## config.mk

```make
export PLATFORM = sky130hd
export DESIGN_NAME = hmhq_ctrl
export DESIGN_NICKNAME = d
export VERILOG_FILES = /design/src/rtl/core/hmhq_pkg.sv /design/src/rtl/core/hmhq_ctrl.sv
export SDC_FILE = /design/constraint.sdc
export NUM_CORES = 1
export LEC_CHECK = 0
export BUFFER_PORTS_ARGS = -buffer_cell sky130_fd_sc_hd__buf_2
export CAP_MARGIN = 10
export CORE_UTILIZATION = 45
export DETAILED_ROUTE_END_ITERATION = 10
export PLACE_DENSITY = 0.8
export SLEW_MARGIN = 5
export SYNTH_ARGS = -nofsm -noshare
export SYNTH_HDL_FRONTEND = slang
export SYNTH_SLANG_ARGS = --single-unit
```

## constraint.sdc

```tcl
create_clock -name clk -period 2.1 [get_ports clk]
set_input_delay 0.21 -clock clk [delete_from_list [all_inputs] [get_ports clk]]
set_output_delay 0.21 -clock clk [all_outputs]
set_load 0.01 [all_outputs]
```

## src/rtl/core/hmhq_pkg.sv

```systemverilog
// Shared types and constants for the heightmap height query block.
package hmhq_pkg;

    localparam int MAX_GRID_DEF = 256;

    localparam logic [1:0] OP_LOAD   = 2'd0;
    localparam logic [1:0] OP_INTERP = 2'd1;
    localparam logic [1:0] OP_VERTEX = 2'd2;

    localparam logic CFG_GRID_SIZE    = 1'b0;
    localparam logic CFG_HEIGHT_SCALE = 1'b1;

    typedef enum logic [1:0] {
        C_BL    = 2'd0,
        C_OTHER = 2'd1,
        C_TR    = 2'd2
    } corner_t;

    typedef enum logic [1:0] {
        W_BL     = 2'd0,
        W_OTHER  = 2'd1,
        W_TR     = 2'd2,
        W_VERTEX = 2'd3
    } weight_t;

    // height = (w * scale + ROUND_BIAS) / (256 * DIV_LOW), saturated
    localparam logic [31:0] ROUND_BIAS = 32'd32640;
    localparam logic [23:0] SAT_LIMIT  = 24'd16711680;
    localparam logic [32:0] RECIP_MUL  = 33'd257;
    localparam logic [25:0] DIV_LOW    = 26'd255;
    localparam logic [25:0] DIV_LOW2   = 26'd510;

    typedef struct packed {
        logic    capture;
        logic    acc_clr;
        logic    mem_wr;
        logic    mem_rd;
        corner_t csel;
        logic    acc_en;
        weight_t wsel;
        logic    mul_en;
        logic    div_en;
        logic    res_en;
        logic    res_zero;
        logic    res_oor;
    } cmd_t;

    typedef struct packed {
        logic [1:0] op;
        logic       interp_oor;
        logic       vertex_oor;
        logic       load_ok;
    } status_t;

endpackage

```

## src/rtl/core/hmhq_ctrl.sv

```systemverilog
// Controller: sequences decode, corner reads, blend, scale, divide and result.
module hmhq_ctrl
    import hmhq_pkg::*;
(
    input  logic    clk,
    input  logic    rst_n,
    input  logic    start,
    input  status_t sts,
    output cmd_t    cmd,
    output logic    busy
);

    typedef enum logic [8:0] {
        S_IDLE   = 9'b000000001,
        S_DECODE = 9'b000000010,
        S_RD0    = 9'b000000100,
        S_RD1    = 9'b000001000,
        S_RD2    = 9'b000010000,
        S_ACC    = 9'b000100000,
        S_MUL    = 9'b001000000,
        S_DIV1   = 9'b010000000,
        S_DIV2   = 9'b100000000
    } state_t;

    state_t state_reg, state_next;

    always_ff @(posedge clk or negedge rst_n)
    begin
        if (!rst_n)
            state_reg <= S_IDLE;
        else
            state_reg <= state_next;
    end

    always_comb
    begin
        cmd        = '0;
        cmd.csel   = C_BL;
        cmd.wsel   = W_BL;
        state_next = state_reg;
        case (state_reg)
            S_IDLE:
            begin
                if (start)
                begin
                    cmd.capture = 1'b1;
                    state_next  = S_DECODE;
                end
            end
            S_DECODE:
            begin
                cmd.acc_clr = 1'b1;
                case (sts.op)
                    OP_LOAD:
                    begin
                        cmd.mem_wr   = sts.load_ok;
                        cmd.res_en   = 1'b1;
                        cmd.res_zero = 1'b1;
                        state_next   = S_IDLE;
                    end
                    OP_INTERP:
                    begin
                        if (sts.interp_oor)
                        begin
                            cmd.res_en   = 1'b1;
                            cmd.res_zero = 1'b1;
                            cmd.res_oor  = 1'b1;
                            state_next   = S_IDLE;
                        end
                        else
                            state_next = S_RD0;
                    end
                    OP_VERTEX:
                    begin
                        if (sts.vertex_oor)
                        begin
                            cmd.res_en   = 1'b1;
                            cmd.res_zero = 1'b1;
                            cmd.res_oor  = 1'b1;
                            state_next   = S_IDLE;
                        end
                        else
                            state_next = S_RD0;
                    end
                    default:
                    begin
                        cmd.res_en   = 1'b1;
                        cmd.res_zero = 1'b1;
                        state_next   = S_IDLE;
                    end
                endcase
            end
            S_RD0:
            begin
                cmd.mem_rd = 1'b1;
                cmd.csel   = C_BL;
                state_next = (sts.op == OP_VERTEX) ? S_ACC : S_RD1;
            end
            S_RD1:
            begin
                cmd.mem_rd = 1'b1;
                cmd.csel   = C_OTHER;
                cmd.acc_en = 1'b1;
                cmd.wsel   = W_BL;
                state_next = S_RD2;
            end
            S_RD2:
            begin
                cmd.mem_rd = 1'b1;
                cmd.csel   = C_TR;
                cmd.acc_en = 1'b1;
                cmd.wsel   = W_OTHER;
                state_next = S_ACC;
            end
            S_ACC:
            begin
                cmd.acc_en = 1'b1;
                cmd.wsel   = (sts.op == OP_VERTEX) ? W_VERTEX : W_TR;
                state_next = S_MUL;
            end
            S_MUL:
            begin
                cmd.mul_en = 1'b1;
                state_next = S_DIV1;
            end
            S_DIV1:
            begin
                cmd.div_en = 1'b1;
                state_next = S_DIV2;
            end
            S_DIV2:
            begin
                cmd.res_en = 1'b1;
                state_next = S_IDLE;
            end
            default:
            begin
                state_next = S_IDLE;
            end
        endcase
    end

    assign busy = (state_reg != S_IDLE);

endmodule

```

### Word-level counts from Yosys, hierarchy flattened

Cells that the tools add are included.

| storage, ports and cells | value |
|---|---|
| flip-flop bits (word level) | 9 |
| input port bits | 8 |
| output and inout bits | 15 |
| word-level logic and storage cells | 36 |

| operators by class | value |
|---|---|
| equal/unequal tests | 13 |
| multiplexer cells | 21 |
| reduce and logical (&&, ||, !) cells | 1 |

Operators with widths:

| cell | count |
|---|---|
| $pmux 9 s8 | 1 |
| $pmux 3 s3 | 2 |
| $pmux 9 s2 | 1 |
| $mux 3 | 4 |
| $eq 9x1->1 const B | 1 |
| $eq 9x2->1 const B | 1 |
| $eq 9x3->1 const B | 1 |
| $eq 9x4->1 const B | 1 |
| $eq 9x5->1 const B | 1 |
| $eq 9x6->1 const B | 1 |
| $eq 9x7->1 const B | 1 |
| $eq 9x8->1 const B | 1 |
| $eq 9x9->1 const B | 1 |
| $mux 9 | 1 |
| $ne 9x1->1 const B | 1 |
| $mux 1 | 6 |
| $mux 6 | 1 |
| $mux 2 | 2 |
| $pmux 1 s2 | 2 |
| $pmux 2 s2 | 1 |
| $eq 2x1->1 const B | 1 |
| $eq 2x2->1 const B | 1 |
| $logic_not 2->1 | 1 |
| $ne 2x2->1 const B | 1 |

### Longest topological paths before layout

Gate-level depths: netlist of the first run.

| logic depth | value |
|---|---|
| word-level depth | 3 |
| gate-level depth with buffers | 6 |
| mapped depth without buffers | 6 |

### Worst setup path after synthesis of the first run

OpenSTA, ideal clock, no wires.

| path | value |
|---|---|
| path kind | flip-flop to output port |
| start point | register state_reg[4] |
| end point | output cmd[3] in the netlist's numbering |
| arrival time | 1.473 ns |
| data required time | 1.890 ns |
| setup slack | 0.417 ns |
| cell stages (with the launch flop) | 6 |
| buffers on the path | 1 |
| cell sequence | dfrtp_1 > buf_6 > nor3_4 > nand2b_1 > or4_4 > nor3b_2 |

RTL lines:

| item | RTL line | RTL |
|---|---|---|
| start: declaration | hmhq_ctrl.sv:25 | `state_t state_reg, state_next;` |
| start signal: assignment | hmhq_ctrl.sv:32 | `state_reg <= state_next;` |
| end: declaration | hmhq_ctrl.sv:9 | `output cmd_t cmd,` |

==> results of run 1 <==
[kinds of logic (layout without fill, tap and decap cells)]
kind of cell               count (synthesis)  after routing  share of synthesized area (%)
and+or+nand+nor                           38             38                          39.90
AOI/OAI and AO/OA                         13             13                          11.85
buffers and inverters                     11             36                          7.839
DFF                                        9              9                          31.53
adders and majority gates                  3              3                          5.227
xor gates and xnor gates                   3              3                          3.659
[final cells by class]
type                    count  area, sq um
repair buffers             26        142.6
well taps                  16        20.02
inverters                   6        22.52
fillers                   137        618.1
multi-input cells          57        444.2
flip-flops and latches      9        232.7
clock buffers               4        26.28
[report_power, final]
| part | internal, uW | switching [uW] | total (uW) | leakage (uW) |
|---|---|---|---|---|
| clock network | 73.4 | 62.8 | 136 | 0.0000150 |
| registers | 198 | 29.0 | 227 | 0.000113 |
| logic | 116 | 141 | 256 | 0.000314 |
[metrics by stage]
| stage | std cells | setup TNS (ns) | hold WS [ns] | cell area, sq um |
|---|---|---|---|---|
| finish | 118 | 0 | 0.1819 | 888.4 |
| CTS | 115 | 0 | 0.1762 | 850.8 |
| global route | 118 | -0.1249 | 0.1681 | 888.4 |
| floorplan | 77 | 0 | -0.08559 | 718.2 |
| global placement | 110 | 0 | 0.07507 | 814.5 |
| detailed placement | 110 | 0 | 0.07412 | 814.5 |
[worst register-to-register path: cells and delay by family (launching register included)]
kind / cells / cell delay [ns]
AND/OR/NAND/NOR: 4 / 0.94
flip-flops: 1 / 0.45
buffers and inverters: 1 / 0.16
[how the worst min path moves through the flow]
| stage | slack, ns | end | startpoint |
|---|---|---|---|
| after floorplan | -0.09 | state_reg[1] | rst_n |
| after global placement | 0.08 | state_reg[3] | rst_n |
| after detailed placement | 0.07 | state_reg[3] | rst_n |
| after CTS | 0.18 | state_reg[1] | start |
| after global routing | 0.17 | state_reg[1] | start |
| final | 0.18 | state_reg[1] | start |
[layer usage]
| layer | global-route usage (%) | up-vias |
|---|---|---|
| met5 | 0 | - |
| met4 | 5.806 | 0 |
| met3 | 8.261 | 2 |
| met2 | 29.69 | 16 |
| met1 | 22.28 | 304 |
| li1 | - | 321 |
[layout by cell type (no fill, tap or decap), drive strengths merged, types with 2 or more instances in the layout]
master / count
nand3b: 2
nor4: 2
nor4b: 2
and2: 3
and3: 2
o21ai: 3
or4: 2
o22ai: 3
nand2: 3
clkbuf: 4
ha: 3
buf: 25
a21oi: 2
nor3b: 9
xor2: 2
inv: 6
nor2: 7
nand2b: 3
dfrtp: 8
[repair_timing]
item / 4_1_cts / 5_1_grt
endpoints found under the setup margin: 0 / 11
gates resized for setup: 0 / 7
endpoints found under the hold margin: 8 / 0
buffers inserted: 0 / 3
hold buffers: 1 / 0
==> summary.md, run 1 <==
| Metric | Value |
|---|---|
| RSZ-0062 raised after global routing | `yes` |
| Pleak | `between 0.0004 and 0.0005 uW` |
| Critical Path Source | `state_reg[4]` |
| Worst skew pair latency | `0.26 ns` |
| Levels on crit path | `5` |
| Dominant synthesized flop cell | `dfrtp_1` |
| Initial core utilization | `47.67%` |
| Die height | `41.95 um` |
| Fin crit period | `2.025 ns` |
| Top post-synthesis cells by count | `dfrtp_1, nor2_1, inv_1` |
| Kind of critical path | `flip-flop to output port` |
| Worst slew pin tran | `0.3956 ns` |
| Asr flop ratio synth | `100.0%` |
| RR Startpoint | `state_reg[4]` |
| Flop2flop setup slack | `~0.46 ns` |
| Vias in the first global route | `570` |
| Slew headroom | `73.26%` |
| I/O pin count | `23` |
| Fin. max-slew vios | `0` |
| Crit-path slowest cell | `dfrtp_2` |
| TritonRoute pass-1 iters | `4` |
| Cell Rows | `14` |
| Outcome | `finished clean` |
| Uppermost routed layer | `met4` |
| Max-cap viol count | `0` |
| Flip-flop count of the largest register after layout | `9` |
| Sequential fraction of the synthesis area | `around a third` |
| GP Congestion | `0.7937` |
| Reg2reg end | `state_reg[8]` |
| Synth top area share | `between 20% and 30%` |
| Cells after Synth | `77` |
| Max VDD drop | `0.0005999 V` |
| Synth cell types | `33` |
| Arr. time, crit path | `1.82 ns` |
| Nets | `114` |
| Antenna cells | `0` |
| Crit path cell chain | `nor3_4 -> nand2b_1 -> or4_4 -> nor3b_2 -> buf_2` |
| CTS root buffer | `clkbuf_4` |
| DR vias | `about 640` |
| Worst-path fanout max | `6` |
| Via density | `5.449` |
| Port Buffers | `22` |
| Top post-synthesis cells by area | `dfrtp_1, nor3b_2, ha_1` |
| Pre-CTS setup slack | `about 0.30 ns` |
| Die X | `41.95 um` |
| Seq cells post-synth | `9` |
| Worst setup path end | `cmd[3]` |
| Yosys top cell by area | `dfrtp_1` |
| Final period util | `a little over nine tenths` |
| Total chip power | `around 620 uW` |
| Final setup viols | `0` |
| Hold path depth | `2` |
| Maximum root-to-sink buffer count | `2` |
| CP endpoint kind | `output port` |
| H-tree Lvls | `1` |
| DR WL/cell | `12.85 um` |
| Area Growth Syn to Fin | `23.69%` |
| Final Hold Vio Count | `0` |
| Mapped Area | `718.2 sq um` |
| Required @ worst endpoint | `about 1.9 ns` |
| Reg2Reg Depth | `5` |
| Remaining antenna violation count | `0` |
| Skew final | `0.003041 ns` |
| First-pass GRT wire length | `2.380 mm` |
| Iteration-0 DRC Markers | `12` |
| Share of cells above drive strength 1 | `42.16%` |
| Max Freq | `493.8 MHz` |
| Met3 WL post-DR | `between 80 and 90 um` |
| Synth Net Count | `88` |
| Clk pin slew, worst setup/hold paths | `0.06 ns` |
| DRC Markers | `0` |
| Fin util | `58.97%` |
| Type of the tightest min-delay check | `primary input to flip-flop` |
| All-layer global routing usage | `18.56%` |
| Initial antenna violation count | `0` |
| Metal-1 WL | `roughly 700 um` |
| PwrDens | `697.0 nW/um^2` |
| Die Footprint | `approximately 1800 sq um` |
| Clk sinks | `9` |
| Total grt overflow | `0` |
| Crit path max-delay family | `simple AND/OR/NAND/NOR gates` |
| Setup ws final | `roughly 0.075 ns` |
| TritonCTS Buffers | `3` |
| CP Launch Type | `flip-flop` |
| Pin count of the biggest net entering global routing | `11` |
| Core area | `1506 sq um` |
| Post-synth EDFFs | `0` |
| Avg Inst Size Synth | `9.327 sq um` |
| Synth Warn # | `0` |
| CP max stage delay | `0.45 ns` |
| Most frequent cell after synthesis | `dfrtp_1` |
| Routed WL | `1.516 mm` |
| Met2 WL | `~720 um` |
| TritonCTS clock tree | `done` |
| HPWL after DPL | `between 1 and 1.5 mm` |
| WP buf/inv | `1` |
Power figures use the tool's default switching activity.
==> inputs of run 2 (changes only) <==
Settings changed: RECOVER_POWER set to 100.
==> run 2 against run 1 <==
  * Flip-flop and latch count unchanged
  * Setup slack is the same
  * Sequential share of layout area about the same
  * Largest cell class unchanged
  * Routed wire length barely moved
  * Clock-buffer cell count did not move
  * Largest power group unchanged
  * Maximum frequency did not move
  * Utilization shrank 0.083 points
  * Die area unchanged
  * First-iteration DRC count is the same
==> summary.md, run 2 (synthesized netlist as in run 1, its figures left out) <==
| Metric | Value |
|---|---|
| Worst-path fanout max | `6` |
| Total grt overflow | `0` |
| Max-cap viol count | `0` |
| Pleak | `~0.00044 uW` |
| Die Footprint | `1760 sq um` |
| Worst slew pin tran | `approximately 0.48 ns` |
| Initial antenna violation count | `0` |
| Area Growth Syn to Fin | `23.52%` |
| Max Freq | `slightly below 500 MHz` |
| GP Congestion | `0.7937` |
| Vias in the first global route | `570` |
| Final period util | `~96%` |
| Cell-internal power | `386.6 uW` |
| Arr. time, crit path | `roughly 1.8 ns` |
| Clk sinks | `9` |
| Pin count of the biggest net entering global routing | `11` |
| Most frequent cells in the layout | `buf_2, inv_1, nor2_1` |
| Die X | `41.95 um` |
| DR WL/cell | `12.84 um` |
| Most common cell after layout, fill and taps aside | `buf_2` |
| First-pass GRT wire length | `roughly 2.4 mm` |
| TritonRoute pass-1 iters | `4` |
| Outcome | `finished clean` |
| Worst skew pair latency | `0.26 ns` |
| Clock share of power | `22.0%` |
| Required @ worst endpoint | `between 1.5 and 2 ns` |
| RSZ-0062 raised after global routing | `yes` |
| Placed Area | `about 810 sq um` |
| Initial core utilization | `47.67%` |
| Clk pin slew, worst setup/hold paths | `0.06 ns` |
| Fill cell count | `138` |
| Kind of critical path | `flip-flop to output port` |
| Net switching power | `~230 uW` |
| Nets | `114` |
| TritonCTS clock tree | `done` |
| DRC Markers | `0` |
| # placed instances | `110` |
| Final setup viols | `0` |
| Routed WL | `between 1.5 and 2 mm` |
| Flip-flop count of the largest register after layout | `9` |
| Maximum root-to-sink buffer count | `2` |
| Core area | `1506 sq um` |
| TritonCTS Buffers | `3` |
| Slew headroom | `about two thirds` |
| CP Launch Type | `flip-flop` |
| Type of the tightest min-delay check | `primary input to flip-flop` |
| Crit-path slowest cell | `dfrtp_2` |
| DR vias | `between 600 and 700` |
| HPWL after DPL | `1.097 mm` |
| Fin. max-slew vios | `0` |
| CP max stage delay | `0.45 ns` |
| Max VDD drop | `0.0005999 V` |
| Final Non-Filler Cells | `118` |
| Share of cells above drive strength 1 | `41.18%` |
| CP endpoint kind | `output port` |
| Switching share of total power | `between 30% and 40%` |
| Final Hold Vio Count | `0` |
| Final Cell Area | `about 890 sq um` |
| Port Buffers | `22` |
| WP buf/inv | `1` |
| Fin crit period | `about 2.0 ns` |
| Crit path cell chain | `nor3_4 -> nand2b_1 -> or4_4 -> nor3b_2 -> buf_2` |
| Sequential power share | `a little over a third` |
| Via density | `5.449` |
| Die height | `roughly 42 um` |
| Skew final | `0.003041 ns` |
| PwrDens | `roughly 700 nW/um^2` |
| Crit path max-delay family | `simple AND/OR/NAND/NOR gates` |
| I/O pin count | `23` |
| Iteration-0 DRC Markers | `12` |
| Remaining antenna violation count | `0` |
| Cell Rows | `14` |
| Comb power frac | `41.4%` |
| Antenna cells | `0` |
| All-layer global routing usage | `18.56%` |
| H-tree Lvls | `1` |
| CTS root buffer | `clkbuf_4` |
==> run 2: per-stage QoR <==
step           util, %  total power, uW  worst slack (ns)  hold slack, ns  setup TNS [ns]
2_1_floorplan        -            391.6            0.4174        -0.08559               0
3_3_place_gp     54.07            454.4            0.3232         0.07507               0
3_5_place_dp     54.07            461.1            0.2978         0.07412               0
4_1_cts          56.48            600.3          0.004835          0.1762               0
5_1_grt          58.89            671.0          -0.04254          0.1681         -0.1249
6_report         58.89            618.9           0.07469          0.1819               0
==> run 2: per-layer routing <==
layer	track usage, %	share of wire, %
met1	22.28	46
met2	29.69	47
met3	8.261	5.8
met4	5.806	0.86
met5	0	0
==> run 2: area by class of cell <==
type,instances,area [sq um],area share (%)
well taps,16,20.02,2.257
clock buffers,4,26.28,2.962
multi-input cells,57,444.2,50.07
flip-flops and latches,9,232.7,26.23
repair buffers,26,141.4,15.94
inverters,6,22.52,2.539
==> run 2: what timing repair did <==
action                     4_1_cts  5_1_grt
resized for setup                0        7
setup buffers                    0        3
setup endpoints to repair        0       11
hold buffers                     1        0
hold endpoints to repair         8        0
==> run 2: power groups by stage <==
stage	combinational, uW	clock, uW	sequential, uW
2_1_floorplan	174	0	218
3_3_place_gp	227	0	227
3_5_place_dp	235	0	226
4_1_cts	238	139	224
5_1_grt	285	154	233
6_report	256	136	227
==> run 2: final timing paths <==
kind | start | to | depth (start not counted) | slack (ns)
max reg2reg | state_reg[4] | state_reg[8] | 5 | 0.46
max | state_reg[4] | cmd[3] | 5 | 0.07
min in group asynchronous | rst_n | state_reg[6] | 2 | 0.41
min reg2reg | state_reg[4] | state_reg[6] | 1 | 0.54
max in group asynchronous | rst_n | state_reg[7] | 2 | 1.34
min | start | state_reg[1] | 2 | 0.18
==> inputs of run 3 (changes only) <==
Clock period 2.1 ns to 2 ns, I/O delays scaled along.
==> run 3 against run 2 <==
  * Design area grew 11%
  * Clock power up 4%
  * Via count increased by 7.5%
  * Global-route usage grew 1.1 points
  * Non-clock buffer count increased by 9
  * Sequential power rose by 5%
  * Final cell count is 7.6% higher
  * Largest power group unchanged
==> summary.md, run 3 (synthesized netlist as in run 1, its figures left out) <==
| Metric | Value |
|---|---|
| Most frequent cells in the layout | `buf_2, buf_4, dfrtp_2` |
| First-pass GRT wire length | `2.511 mm` |
| Cell Rows | `14` |
| Worst-path fanout max | `8` |
| DR vias | `691` |
| Required @ worst endpoint | `1.80 ns` |
| Iteration-0 DRC Markers | `9` |
| H-tree Lvls | `1` |
| Fin. max-slew vios | `0` |
| Pleak | `0.0004840 uW` |
| Placed Area | `814.5 sq um` |
| Met3 Usage GRT | `under 10%` |
| Most common cell after layout, fill and taps aside | `buf_2` |
| RSZ-0062 raised after global routing | `yes` |
| RR Startpoint | `state_reg[8]` |
| Share of cells above drive strength 1 | `between 50% and 60%` |
| DR WL/cell | `13.55 um` |
| Vias in the first global route | `approximately 590` |
| Met1 Use GR | `24.09%` |
| Die X | `41.95 um` |
| Pin count of the biggest net entering global routing | `11` |
| DRC Markers | `0` |
| Arr. time, crit path | `1.76 ns` |
| Worst skew pair latency | `0.26 ns` |
| Maximum root-to-sink buffer count | `2` |
| Kind of critical path | `flip-flop to output port` |
| HPWL after DPL | `around 1.1 mm` |
| Pre-CTS setup slack | `a little over 0.2 ns` |
| CP Launch Type | `flip-flop` |
| TritonCTS Buffers | `3` |
| Max-cap viol count | `0` |
| Nets | `123` |
| Die height | `41.95 um` |
| PwrDens | `691.4 nW/um^2` |
| Slew headroom | `67.73%` |
| Fin crit period | `1.959 ns` |
| Final Cell Area | `about 980 sq um` |
| Initial core utilization | `between 40% and 50%` |
| HP Start | `start` |
| Die Footprint | `1760 sq um` |
| Type of the tightest min-delay check | `primary input to flip-flop` |
| Initial antenna violation count | `0` |
| Total grt overflow | `0` |
| Total chip power | `680.8 uW` |
| TritonRoute pass-1 iters | `4` |
| Critical Path Source | `state_reg[3]` |
| Core area | `1506 sq um` |
| Max VDD drop | `about 0.00061 V` |
| Skew final | `0.002421 ns` |
| Clk sinks | `9` |
| Final setup viols | `0` |
| All-layer global routing usage | `19.69%` |
| Remaining antenna violation count | `0` |
| Port Buffers | `22` |
| Most Crowded Layer GR | `met2` |
| Clk pin slew, worst setup/hold paths | `0.06 ns` |
| Via density | `5.441` |
| Routed WL | `1.721 mm` |
| Worst hold slack | `0.1720 ns` |
| Setup ws final | `0.04059 ns` |
| Antenna cells | `0` |
| M2 GR Usage | `31.56%` |
| Worst slew pin tran | `0.4841 ns` |
| Flip-flop count of the largest register after layout | `9` |
| CTS root buffer | `clkbuf_4` |
| TritonCTS clock tree | `done` |
| Final period util | `between 90% and 100%` |
| CP endpoint kind | `output port` |
| GP Congestion | `0.7936` |
| I/O pin count | `23` |
| Area Growth Syn to Fin | `37.11%` |
| Final Hold Vio Count | `0` |
| Max Freq | `510.4 MHz` |
| Outcome | `finished clean` |
## run 3: final timing paths
path | end | slack [ns] | cells after the start
min | state_reg[1] | 0.17 | 2
min in group asynchronous | state_reg[6] | 0.40 | 2
min reg2reg | state_reg[8] | 0.60 | 1
max | cmd[10] | 0.04 | 4
max in group asynchronous | state_reg[7] | 1.24 | 2
max reg2reg | state_reg[8] | 0.37 | 5
## run 3: worst max-delay path: stages (launching register included)
cell      delay [ns]
dfrtp_2         0.47
nor4_4          0.37
nand3b_1        0.27
o22ai_1         0.22
buf_2           0.15
## run 3: metrics by stage
| step | utilization [%] | std cells | TNS, ns |
|---|---|---|---|
| floorplan | - | 77 | 0 |
| global placement | 54.07 | 110 | 0 |
| detailed placement | 54.07 | 110 | 0 |
| CTS | 58.31 | 117 | -0.008266 |
| global route | 65.37 | 127 | -0.2139 |
| finish | 65.37 | 127 | 0 |
## run 3: what timing repair did
item                       CTS  global route
setup buffers                2            10
hold buffers                 1             0
hold endpoints to repair     8             0
resized for setup            5            10
setup endpoints to repair    8            14
pin swaps                    1             4
## run 3: area by class of cell
class	count	area, sq um
multi-input combinational	57	471.7
tap	16	20.02
fill	125	521.8
timing repair buffer	35	209.0
clock buffer	4	26.28
sequential	9	235.2
inverter	6	22.52
## run 3: layer usage
layer / wire length, um / share of wire (%) / vias to the layer above
li1: - / - / 343
met1: 759 / 44 / 327
met2: 875 / 51 / 19
met3: 72 / 4.2 / 2
met4: 13 / 0.76 / 0
met5: 0 / 0 / -
## run 3: report_power, final
group | internal [uW] | total [uW] | leakage (uW) | switching [uW]
sequential | 208 | 239 | 0.000110 | 31.0
combinational | 140 | 301 | 0.000359 | 161
clock | 76.9 | 141 | 0.0000150 | 64.3
